[src/bwb_pkg.sv]
package bwb_pkg;

   localparam int ADDR_W = 32;
   localparam int BYTE_W = 8;
   localparam int CSR_W  = 4;

   localparam logic [CSR_W-1:0] CSR_ENTRY_BYTES_RESET = 4'd8;

   // request kinds
   localparam logic REQ_WRITE = 1'b0;
   localparam logic REQ_DRAIN = 1'b1;

   typedef struct packed {
      logic              req_type;
      logic [ADDR_W-1:0] address;
      logic [BYTE_W-1:0] data_byte;
      logic              ends_write;
   } req_payload_type;

   typedef struct packed {
      logic [ADDR_W-1:0] bus_address;
      logic [BYTE_W-1:0] bus_byte;
      logic              last_of_run;
   } rsp_payload_type;

endpackage

[src/bwb_req_if.sv]
interface bwb_req_if import bwb_pkg::*; ();
   logic            valid;
   logic            ready;
   req_payload_type payload;

   modport source (output valid, output payload, input ready);
   modport sink   (input valid, input payload, output ready);
endinterface

[src/bwb_rsp_if.sv]
interface bwb_rsp_if import bwb_pkg::*; ();
   logic            valid;
   logic            ready;
   rsp_payload_type payload;

   modport source (output valid, output payload, input ready);
   modport sink   (input valid, input payload, output ready);
endinterface

[src/byte_write_buffer_fifo.sv]
// A byte write that fits an open or free entry is stored as it is taken; no item goes out.
// A flush reads the oldest entry's header (META, LOAD), then each byte in turn: a storage
// read (READ), then a move into the free output register (SEND); a further entry of a drain
// starts again with a header read. The write that forced the flush is then stored (WRITE).
// Throughput: 1 byte write per cycle while no flush runs.
// Reset: sync, active high; clears pointers, counts and output valid; memories not cleared.
module byte_write_buffer_fifo import bwb_pkg::*; #(
   parameter int NUM_ENTRIES     = 8,
   parameter int MAX_ENTRY_BYTES = 8
) (
   input  logic             clock,
   input  logic             reset,
   bwb_req_if.sink          req_chan,
   bwb_rsp_if.source        rsp_chan,
   input  logic             csr_write_en,
   input  logic [CSR_W-1:0] csr_write_data
);

   // ------------------------------------------------------------------
   // Derived widths
   // ------------------------------------------------------------------
   localparam int IDX_W     = (NUM_ENTRIES > 1) ? $clog2(NUM_ENTRIES) : 1;
   localparam int CNT_W     = $clog2(NUM_ENTRIES + 1);
   localparam int FILL_W    = $clog2(MAX_ENTRY_BYTES + 1);
   localparam int STO_DEPTH = NUM_ENTRIES * MAX_ENTRY_BYTES;
   localparam int STO_W     = (STO_DEPTH > 1) ? $clog2(STO_DEPTH) : 1;
   localparam int CMP_W     = (FILL_W > CSR_W) ? FILL_W : CSR_W;

   // ------------------------------------------------------------------
   // Flush sequencer states
   //   IDLE : takes items
   //   META : header read of the oldest entry in flight
   //   LOAD : header captured, byte counter set up
   //   READ : storage read of the current byte in flight
   //   SEND : byte moves into the output register when it is free
   //   WRITE: stores the byte whose write forced the flush
   // ------------------------------------------------------------------
   typedef enum logic [2:0] {
      ST_IDLE,
      ST_META,
      ST_LOAD,
      ST_READ,
      ST_SEND,
      ST_WRITE
   } state_type;

   function automatic logic [IDX_W-1:0] ring_next(input logic [IDX_W-1:0] i);
      ring_next = (i == IDX_W'(NUM_ENTRIES - 1)) ? '0 : i + 1'b1;
   endfunction

   // ------------------------------------------------------------------
   // Memories: entry header (start address, fill) and byte storage
   // ------------------------------------------------------------------
   logic [ADDR_W-1:0] entry_addr_mem [NUM_ENTRIES];
   logic [FILL_W-1:0] entry_fill_mem [NUM_ENTRIES];
   logic [BYTE_W-1:0] storage_mem    [STO_DEPTH];

   logic              addr_we;
   logic [IDX_W-1:0]  addr_waddr;
   logic [ADDR_W-1:0] addr_wdata;
   logic              fill_we;
   logic [IDX_W-1:0]  fill_waddr;
   logic [FILL_W-1:0] fill_wdata;
   logic              sto_we;
   logic [STO_W-1:0]  sto_waddr;
   logic [BYTE_W-1:0] sto_wdata;
   logic [STO_W-1:0]  sto_raddr;

   logic [ADDR_W-1:0] addr_rd_ff;
   logic [FILL_W-1:0] fill_rd_ff;
   logic [BYTE_W-1:0] sto_rd_ff;

   // ------------------------------------------------------------------
   // Registers
   // ------------------------------------------------------------------
   state_type         state_ff, state_in;
   logic [CSR_W-1:0]  entry_bytes_ff, entry_bytes_in;
   logic [IDX_W-1:0]  head_ff, head_in;
   logic [IDX_W-1:0]  tail_ff, tail_in;
   logic [IDX_W-1:0]  open_idx_ff, open_idx_in;
   logic [FILL_W-1:0] open_fill_ff, open_fill_in;
   logic [CNT_W-1:0]  used_ff, used_in;
   logic [ADDR_W-1:0] next_addr_ff, next_addr_in;
   logic              write_open_ff, write_open_in;
   logic              drain_ff, drain_in;
   logic              pend_ff, pend_in;
   logic [ADDR_W-1:0] pend_addr_ff, pend_addr_in;
   logic [BYTE_W-1:0] pend_byte_ff, pend_byte_in;
   logic              pend_ends_ff, pend_ends_in;
   logic [ADDR_W-1:0] cur_addr_ff, cur_addr_in;
   logic [FILL_W-1:0] cur_cnt_ff, cur_cnt_in;
   logic [FILL_W-1:0] k_ff, k_in;
   logic              rsp_valid_ff, rsp_valid_in;
   rsp_payload_type   rsp_data_ff, rsp_data_in;

   // ------------------------------------------------------------------
   // Combinational helpers
   // ------------------------------------------------------------------
   logic [CMP_W-1:0]  csr_ext;
   logic [CMP_W-1:0]  lim_ext;
   logic [FILL_W-1:0] lim_fill;
   logic              req_take;
   logic              need_new;
   logic [ADDR_W-1:0] start_addr;
   logic              out_free;
   logic [FILL_W-1:0] k_next;
   logic              entry_end;
   logic              run_last;

   // byte store, shared by the direct path and the held write
   logic              wr_go;
   logic              wr_new;
   logic [ADDR_W-1:0] wr_addr;
   logic [BYTE_W-1:0] wr_byte;
   logic              wr_ends;
   logic [IDX_W-1:0]  wr_idx;
   logic [FILL_W-1:0] wr_fill;

   // entry size clamp: 0 acts as 1, above the maximum acts as the maximum
   assign csr_ext  = CMP_W'(entry_bytes_ff);
   assign lim_ext  = (entry_bytes_ff == '0) ? CMP_W'(1) :
                     (csr_ext > CMP_W'(MAX_ENTRY_BYTES)) ? CMP_W'(MAX_ENTRY_BYTES) : csr_ext;
   assign lim_fill = lim_ext[FILL_W-1:0];

   assign req_chan.ready = (state_ff == ST_IDLE);
   assign req_take       = req_chan.valid && (state_ff == ST_IDLE);

   assign need_new   = !write_open_ff || (used_ff == '0) || (open_fill_ff >= lim_fill);
   assign start_addr = write_open_ff ? next_addr_ff : req_chan.payload.address;

   assign out_free  = !rsp_valid_ff || rsp_chan.ready;
   assign k_next    = k_ff + 1'b1;
   assign entry_end = (k_next == cur_cnt_ff);
   // a drain runs until the last entry; a forced flush ends with its one entry
   assign run_last  = entry_end && (!drain_ff || (used_ff == CNT_W'(1)));

   assign sto_raddr = STO_W'(int'(tail_ff) * MAX_ENTRY_BYTES + int'(k_ff));

   assign rsp_chan.valid   = rsp_valid_ff;
   assign rsp_chan.payload = rsp_data_ff;

   // ------------------------------------------------------------------
   // Next-state logic
   // ------------------------------------------------------------------
   always_comb begin
      state_in       = state_ff;
      entry_bytes_in = csr_write_en ? csr_write_data : entry_bytes_ff;
      head_in        = head_ff;
      tail_in        = tail_ff;
      open_idx_in    = open_idx_ff;
      open_fill_in   = open_fill_ff;
      used_in        = used_ff;
      next_addr_in   = next_addr_ff;
      write_open_in  = write_open_ff;
      drain_in       = drain_ff;
      pend_in        = pend_ff;
      pend_addr_in   = pend_addr_ff;
      pend_byte_in   = pend_byte_ff;
      pend_ends_in   = pend_ends_ff;
      cur_addr_in    = cur_addr_ff;
      cur_cnt_in     = cur_cnt_ff;
      k_in           = k_ff;
      rsp_valid_in   = rsp_valid_ff && !rsp_chan.ready;
      rsp_data_in    = rsp_data_ff;

      wr_go   = 1'b0;
      wr_new  = 1'b0;
      wr_addr = start_addr;
      wr_byte = req_chan.payload.data_byte;
      wr_ends = req_chan.payload.ends_write;

      case (state_ff)
         ST_IDLE: begin
            if (req_take) begin
               if (req_chan.payload.req_type == REQ_DRAIN) begin
                  // empty drain: nothing to send
                  if (used_ff != '0) begin
                     drain_in = 1'b1;
                     pend_in  = 1'b0;
                     state_in = ST_META;
                  end
               end else if (need_new && (used_ff == CNT_W'(NUM_ENTRIES))) begin
                  // ring full: hold the byte, flush the oldest entry first
                  drain_in     = 1'b0;
                  pend_in      = 1'b1;
                  pend_addr_in = start_addr;
                  pend_byte_in = req_chan.payload.data_byte;
                  pend_ends_in = req_chan.payload.ends_write;
                  state_in     = ST_META;
               end else begin
                  wr_go  = 1'b1;
                  wr_new = need_new;
               end
            end
         end
         ST_META: begin
            state_in = ST_LOAD;
         end
         ST_LOAD: begin
            cur_addr_in = addr_rd_ff;
            cur_cnt_in  = fill_rd_ff;
            k_in        = '0;
            state_in    = ST_READ;
         end
         ST_READ: begin
            state_in = ST_SEND;
         end
         ST_SEND: begin
            if (out_free) begin
               rsp_valid_in            = 1'b1;
               rsp_data_in.bus_address = cur_addr_ff;
               rsp_data_in.bus_byte    = sto_rd_ff;
               rsp_data_in.last_of_run = run_last;
               k_in                    = k_next;
               cur_addr_in             = cur_addr_ff + 1'b1;
               if (entry_end) begin
                  tail_in = ring_next(tail_ff);
                  used_in = used_ff - 1'b1;
                  if (!run_last) begin
                     state_in = ST_META;
                  end else if (pend_ff) begin
                     state_in = ST_WRITE;
                  end else begin
                     state_in = ST_IDLE;
                  end
               end else begin
                  state_in = ST_READ;
               end
            end
         end
         ST_WRITE: begin
            wr_go    = 1'b1;
            wr_new   = 1'b1;
            wr_addr  = pend_addr_ff;
            wr_byte  = pend_byte_ff;
            wr_ends  = pend_ends_ff;
            pend_in  = 1'b0;
            state_in = ST_IDLE;
         end
         default: begin
            state_in = ST_IDLE;
         end
      endcase

      // store one byte, opening a new entry at the head if asked
      wr_idx     = wr_new ? head_ff : open_idx_ff;
      wr_fill    = wr_new ? '0 : open_fill_ff;
      sto_we     = wr_go;
      sto_waddr  = STO_W'(int'(wr_idx) * MAX_ENTRY_BYTES + int'(wr_fill));
      sto_wdata  = wr_byte;
      fill_we    = wr_go;
      fill_waddr = wr_idx;
      fill_wdata = wr_fill + 1'b1;
      addr_we    = wr_go && wr_new;
      addr_waddr = head_ff;
      addr_wdata = wr_addr;
      if (wr_go) begin
         open_fill_in  = wr_fill + 1'b1;
         next_addr_in  = wr_addr + 1'b1;
         write_open_in = !wr_ends;
         if (wr_new) begin
            open_idx_in = head_ff;
            head_in     = ring_next(head_ff);
            used_in     = used_ff + 1'b1;
         end
      end
   end

   // ------------------------------------------------------------------
   // Control and payload registers
   // ------------------------------------------------------------------
   always_ff @(posedge clock) begin
      if (reset) begin
         state_ff       <= ST_IDLE;
         entry_bytes_ff <= CSR_ENTRY_BYTES_RESET;
         head_ff        <= '0;
         tail_ff        <= '0;
         used_ff        <= '0;
         next_addr_ff   <= '0;
         write_open_ff  <= 1'b0;
         drain_ff       <= 1'b0;
         pend_ff        <= 1'b0;
         rsp_valid_ff   <= 1'b0;
      end else begin
         state_ff       <= state_in;
         entry_bytes_ff <= entry_bytes_in;
         head_ff        <= head_in;
         tail_ff        <= tail_in;
         used_ff        <= used_in;
         next_addr_ff   <= next_addr_in;
         write_open_ff  <= write_open_in;
         drain_ff       <= drain_in;
         pend_ff        <= pend_in;
         rsp_valid_ff   <= rsp_valid_in;
      end
      open_idx_ff  <= open_idx_in;
      open_fill_ff <= open_fill_in;
      pend_addr_ff <= pend_addr_in;
      pend_byte_ff <= pend_byte_in;
      pend_ends_ff <= pend_ends_in;
      cur_addr_ff  <= cur_addr_in;
      cur_cnt_ff   <= cur_cnt_in;
      k_ff         <= k_in;
      rsp_data_ff  <= rsp_data_in;
   end

   // ------------------------------------------------------------------
   // Memories; reads always follow the oldest entry
   // ------------------------------------------------------------------
   always_ff @(posedge clock) begin
      if (addr_we) begin
         entry_addr_mem[addr_waddr] <= addr_wdata;
      end
      addr_rd_ff <= entry_addr_mem[tail_ff];
   end

   always_ff @(posedge clock) begin
      if (fill_we) begin
         entry_fill_mem[fill_waddr] <= fill_wdata;
      end
      fill_rd_ff <= entry_fill_mem[tail_ff];
   end

   always_ff @(posedge clock) begin
      if (sto_we) begin
         storage_mem[sto_waddr] <= sto_wdata;
      end
      sto_rd_ff <= storage_mem[sto_raddr];
   end

endmodule

[src/flat_wrapper.sv]
// flat-port wrapper written by rule: the top's interface ports become plain ports
module byte_write_buffer_fifo_flat import bwb_pkg::*;
#(
   parameter int NUM_ENTRIES     = 8,
   parameter int MAX_ENTRY_BYTES = 8
)
  (clock, reset, csr_write_en, csr_write_data, req_chan_valid, req_chan_payload, req_chan_ready, rsp_chan_valid, rsp_chan_payload, rsp_chan_ready);
  bwb_req_if req_chan_i ();
  bwb_rsp_if rsp_chan_i ();
  input  logic clock;
  input  logic reset;
  input  logic csr_write_en;
  input  logic [CSR_W-1:0] csr_write_data;
  input wire logic [$bits(req_chan_i.valid)-1:0] req_chan_valid;
  input wire logic [$bits(req_chan_i.payload)-1:0] req_chan_payload;
  output wire logic [$bits(req_chan_i.ready)-1:0] req_chan_ready;
  output wire logic [$bits(rsp_chan_i.valid)-1:0] rsp_chan_valid;
  output wire logic [$bits(rsp_chan_i.payload)-1:0] rsp_chan_payload;
  input wire logic [$bits(rsp_chan_i.ready)-1:0] rsp_chan_ready;
  assign req_chan_i.valid = req_chan_valid;
  assign req_chan_i.payload = req_chan_payload;
  assign req_chan_ready = req_chan_i.ready;
  assign rsp_chan_valid = rsp_chan_i.valid;
  assign rsp_chan_payload = rsp_chan_i.payload;
  assign rsp_chan_i.ready = rsp_chan_ready;
  byte_write_buffer_fifo #(.NUM_ENTRIES(NUM_ENTRIES), .MAX_ENTRY_BYTES(MAX_ENTRY_BYTES)) u_core (.clock(clock), .reset(reset), .req_chan(req_chan_i), .rsp_chan(rsp_chan_i), .csr_write_en(csr_write_en), .csr_write_data(csr_write_data));
endmodule
[config.mk]
export PLATFORM = sky130hd
export DESIGN_NAME = byte_write_buffer_fifo_flat
export DESIGN_NICKNAME = d
export VERILOG_FILES = /design/src/bwb_pkg.sv /design/src/bwb_req_if.sv /design/src/bwb_rsp_if.sv /design/src/byte_write_buffer_fifo.sv /design/src/flat_wrapper.sv
export SDC_FILE = /design/constraint.sdc
export NUM_CORES = 1
export LEC_CHECK = 0
export ABC_AREA = 1
export BUFFER_PORTS_ARGS = -buffer_cell sky130_fd_sc_hd__buf_2
export CORE_ASPECT_RATIO = 1.1
export CORE_UTILIZATION = 47
export CTS_CLUSTER_DIAMETER = 200
export DETAILED_ROUTE_END_ITERATION = 8
export SYNTH_ARGS = -nofsm -noshare
export SYNTH_HDL_FRONTEND = slang
export SYNTH_SLANG_ARGS = --single-unit
[constraint.sdc]
create_clock -name clock -period 8.6 [get_ports clock]
set_input_delay 0 -clock clock [delete_from_list [all_inputs] [get_ports clock]]
set_output_delay 0 -clock clock [all_outputs]
set_load 0.02 [all_outputs]
==> impl_metrics.toml <==
[run_status]
status = "completed"

[layout]
drive_above_1_share_pct = 10.2
stdcell_area_mm2 = 0.0473
area_growth_pct = 13.4
num-nets-final = 3672
fin_cells = 4850
fill_cells = 7582

[synth]
avgSynthCellArea_um2 = 11.9
synth_common_cells = "edfxtp_1 (929), nor2_1 (694), o21ai_0 (468)"
synth_nets = 3580
synth_cell_types = 42
synth_top_flop_cell = "edfxtp_1"
synth-edff-count = 929
yosysMostFrequentCell = "edfxtp_1"
yosys_warnings = 0
synthTopCellsByArea = "edfxtp_1 (67%), nor2_1 (6.2%), o21ai_0 (5.6%)"
netlist_area_mm2 = 0.0417
synthCells = 3510
synth_top_area_share_pct = 66.9
ys_async_sr_fraction_pct = 0
synth_top_area_cell = "edfxtp_1"
ys_ff_latch = 1026
seq_area_frac_synth_pct = 71.6

[worst_setup_path]
critPathTopFamily = "simple AND/OR/NAND/NOR gates"
cp_common_cell = "inv_1"
end_kind = "register"
cp.arrival_ps = 4940
cp_max_fo = 13
cpMaxStageDelayCell = "nor2_1"
crit_type = "reg2reg"
path_cells = "inv_1 -> a21oi_1 -> nor2_1 -> ha_1 -> inv_1 -> nand2_1 -> a21oi_1 -> o21ai_0 -> nand2_1 -> nand2_2 -> inv_1 -> or2_1 -> o21ai_2 -> inv_1 -> ha_1 -> ha_1 -> inv_1 -> nand3_4 -> nor2_1"
slowest_delay_ps = 580
worstSetupStartpointType = "register"
crit_buf_inv = 5
crit_required_ps = 8900

[global_route]
grt_use_total_pct = 24.1
grt-ovfl-total = 0
grt_first_pass_wirelength_mm = 163
antenna_found_initial = 1
grt_max_degree = 262
grt_pass1_vias = 26200

[die]
boundaryPins = 94
core_mm2 = 0.0879
die_w_um = 286
initial_core_util_pct = 47.5
die-area_mm2 = 0.0899
die_h_um = 314
rows = 114

[placement]
place_ws_ps = 3930
postPlaceCellArea_mm2 = 0.0432
dp_cells = 4603
port_buffers = 93
place_congestion = 0.890
dp_hpwl_mm = 64.5

[cts]
clock_latency_ps = 680
cts-hold-fix-buffers = 54
clockBufferDepth = 3
cts_setup_buffers = 0
cts_sinks = 1026
cts_buffers = 103
cts_resized = 0
cts_tree = "built"
path_clk_slew_ps = 60
cts_root_buffer = "clkbuf_16"
cts-htree-levels = 3

[timing]
setup_ws_ps = 3960
finalHoldViolCount = 0
maxSlewHeadroom_pct = 17.6
rsz0062_at_grt = "no"
worst_pin_slew_ps = 1240
skew_ps = 26.1
setup_viol = 0
fin_crit_ps = 4640
fmax_mhz = 216
drv_slew = 0
setup_tns_ps = 0
fin_crit_sh_pct = 53.9

[routing]
drc_errors = 0
drt-pass1-iter-count = 6
wl_per_cell_um = 22.6
drt_iter0_drc = 2755
vias = 27500
antenna_left = 0
wirelength_mm = 110
vias_per_cell = 5.68

[pwr]
ir_worst_vdd_mv = 0.302
fin_total_pwr_mw = 15.1
power_density_mw_per_mm2 = 320
leakage_nw = 16.2

[job]
cap_violations = 0

[min_path]
hold_class = "in2reg"
[power breakdown]
part	total, mW	leakage, nW	internal (mW)	switching, mW
Sequential	6.58	9.20	6.30	0.283
Clock	4.61	1.73	2.69	1.92
Combinational	3.94	5.27	0.984	2.96
[worst register-to-register path, stage by stage, from the launching register on]
cell	delay [ps]
dfxtp_1	330
inv_1	50
a21oi_1	140
nor2_1	60
ha_1	260
inv_1	40
nand2_1	50
a21oi_1	50
o21ai_0	220
nand2_1	110
nand2_2	240
inv_1	250
or2_1	440
o21ai_2	130
inv_1	100
ha_1	200
ha_1	430
inv_1	330
nand3_4	230
nor2_1	590
[registers in the layout, indices dropped and copies added, names as in the netlist, 4 cells and up]
| name | flops |
|---|---|
| u_core.pend_byte_ff | 8 |
| u_core.used_ff | 4 |
| u_core.fill_rd_ff | 4 |
| u_core.k_ff | 4 |
| u_core.rsp_chan.payload | 41 |
| u_core.entry_addr_mem | 256 |
| u_core.open_fill_ff | 4 |
| u_core.next_addr_ff | 32 |
| u_core.entry_fill_mem | 32 |
| u_core.cur_addr_ff | 32 |
| u_core.cur_cnt_ff | 4 |
| u_core.sto_rd_ff | 8 |
| u_core.pend_addr_ff | 32 |
| u_core.storage_mem | 512 |
| u_core.csr_ext | 4 |
| u_core.addr_rd_ff | 32 |
[placed cells by master (no fill, tap or decap), types with 54 or more instances in the layout]
cell | netlist | final
buf_2 | 18 | 93
clkbuf_16 | 0 | 104
dfxtp_1 | 97 | 95
dlygate4sd3_1 | 0 | 54
edfxtp_1 | 929 | 929
inv_1 | 122 | 120
nand2_1 | 423 | 413
nand3_1 | 109 | 109
nor2_1 | 694 | 684
o211ai_1 | 66 | 66
o21ai_0 | 468 | 468
o221ai_1 | 64 | 64
o22ai_1 | 101 | 100
[metal layers]
| metal | vias up | global-route usage, % | wire length, µm |
|---|---|---|---|
| li1 | 12800 | - | - |
| met1 | 13500 | 32.2 | 45700 |
| met2 | 1019 | 40.8 | 54000 |
| met3 | 187 | 3.59 | 6860 |
| met4 | 0 | 7.18 | 2960 |
| met5 | - | 0 | 0 |
[cell families (layout without fill, tap and decap cells)]
kind of cell / count (synthesis) / in the layout / synth area share, %
AND/OR/NAND/NOR: 1320 / 1320 / 13.0
flip-flops: 1026 / 1026 / 71.6
AO/OA/AOI/OAI: 774 / 774 / 10.7
buffers and inverters: 326 / 505 / 3.14
XOR/XNOR: 44 / 44 / 0.924
adder cells (fa/ha/maj): 19 / 19 / 0.570
multiplexers: 1 / 1 / 0.0240
other: 0 / 1 / 0
[cell type report]
| class | instances | area (µm²) | share of cell area, % |
|---|---|---|---|
| well taps | 1160 | 1450 | 3.07 |
| clock buffers | 129 | 2770 | 5.86 |
| clock inverters | 63 | 743 | 1.57 |
| multi-input cells | 2158 | 10700 | 22.6 |
| repair buffers | 186 | 1310 | 2.77 |
| flip-flops and latches | 1026 | 29800 | 63.1 |
| diodes | 1 | 2.50 | 0.00529 |
| inverters | 127 | 484 | 1.02 |
[metrics by stage]
step | hold WS, ps | utilization, %
after floorplan | 98.9 | -
after global placement | 194 | 49.2
after CTS | 6.12 | 53.8
after global routing | 30.8 | 53.8
after detailed placement | 195 | 49.2
final | 54.0 | 53.8
[final timing paths]
check / start / endpoint / slack (ps) / cells past startpoint
worst min register to register: u_core.fill_rd_ff[1] / u_core.cur_cnt_ff[1] / 400 / 0
worst max-delay path: u_core.csr_ext[1] / u_core.storage_mem[39][0] / 3960 / 19
worst max register to register: u_core.csr_ext[1] / u_core.storage_mem[39][0] / 3960 / 19
worst min-delay path: req_chan_payload[3] / u_core.pend_byte_ff[2] / 50 / 2
(Power assumes the default switching activity.)
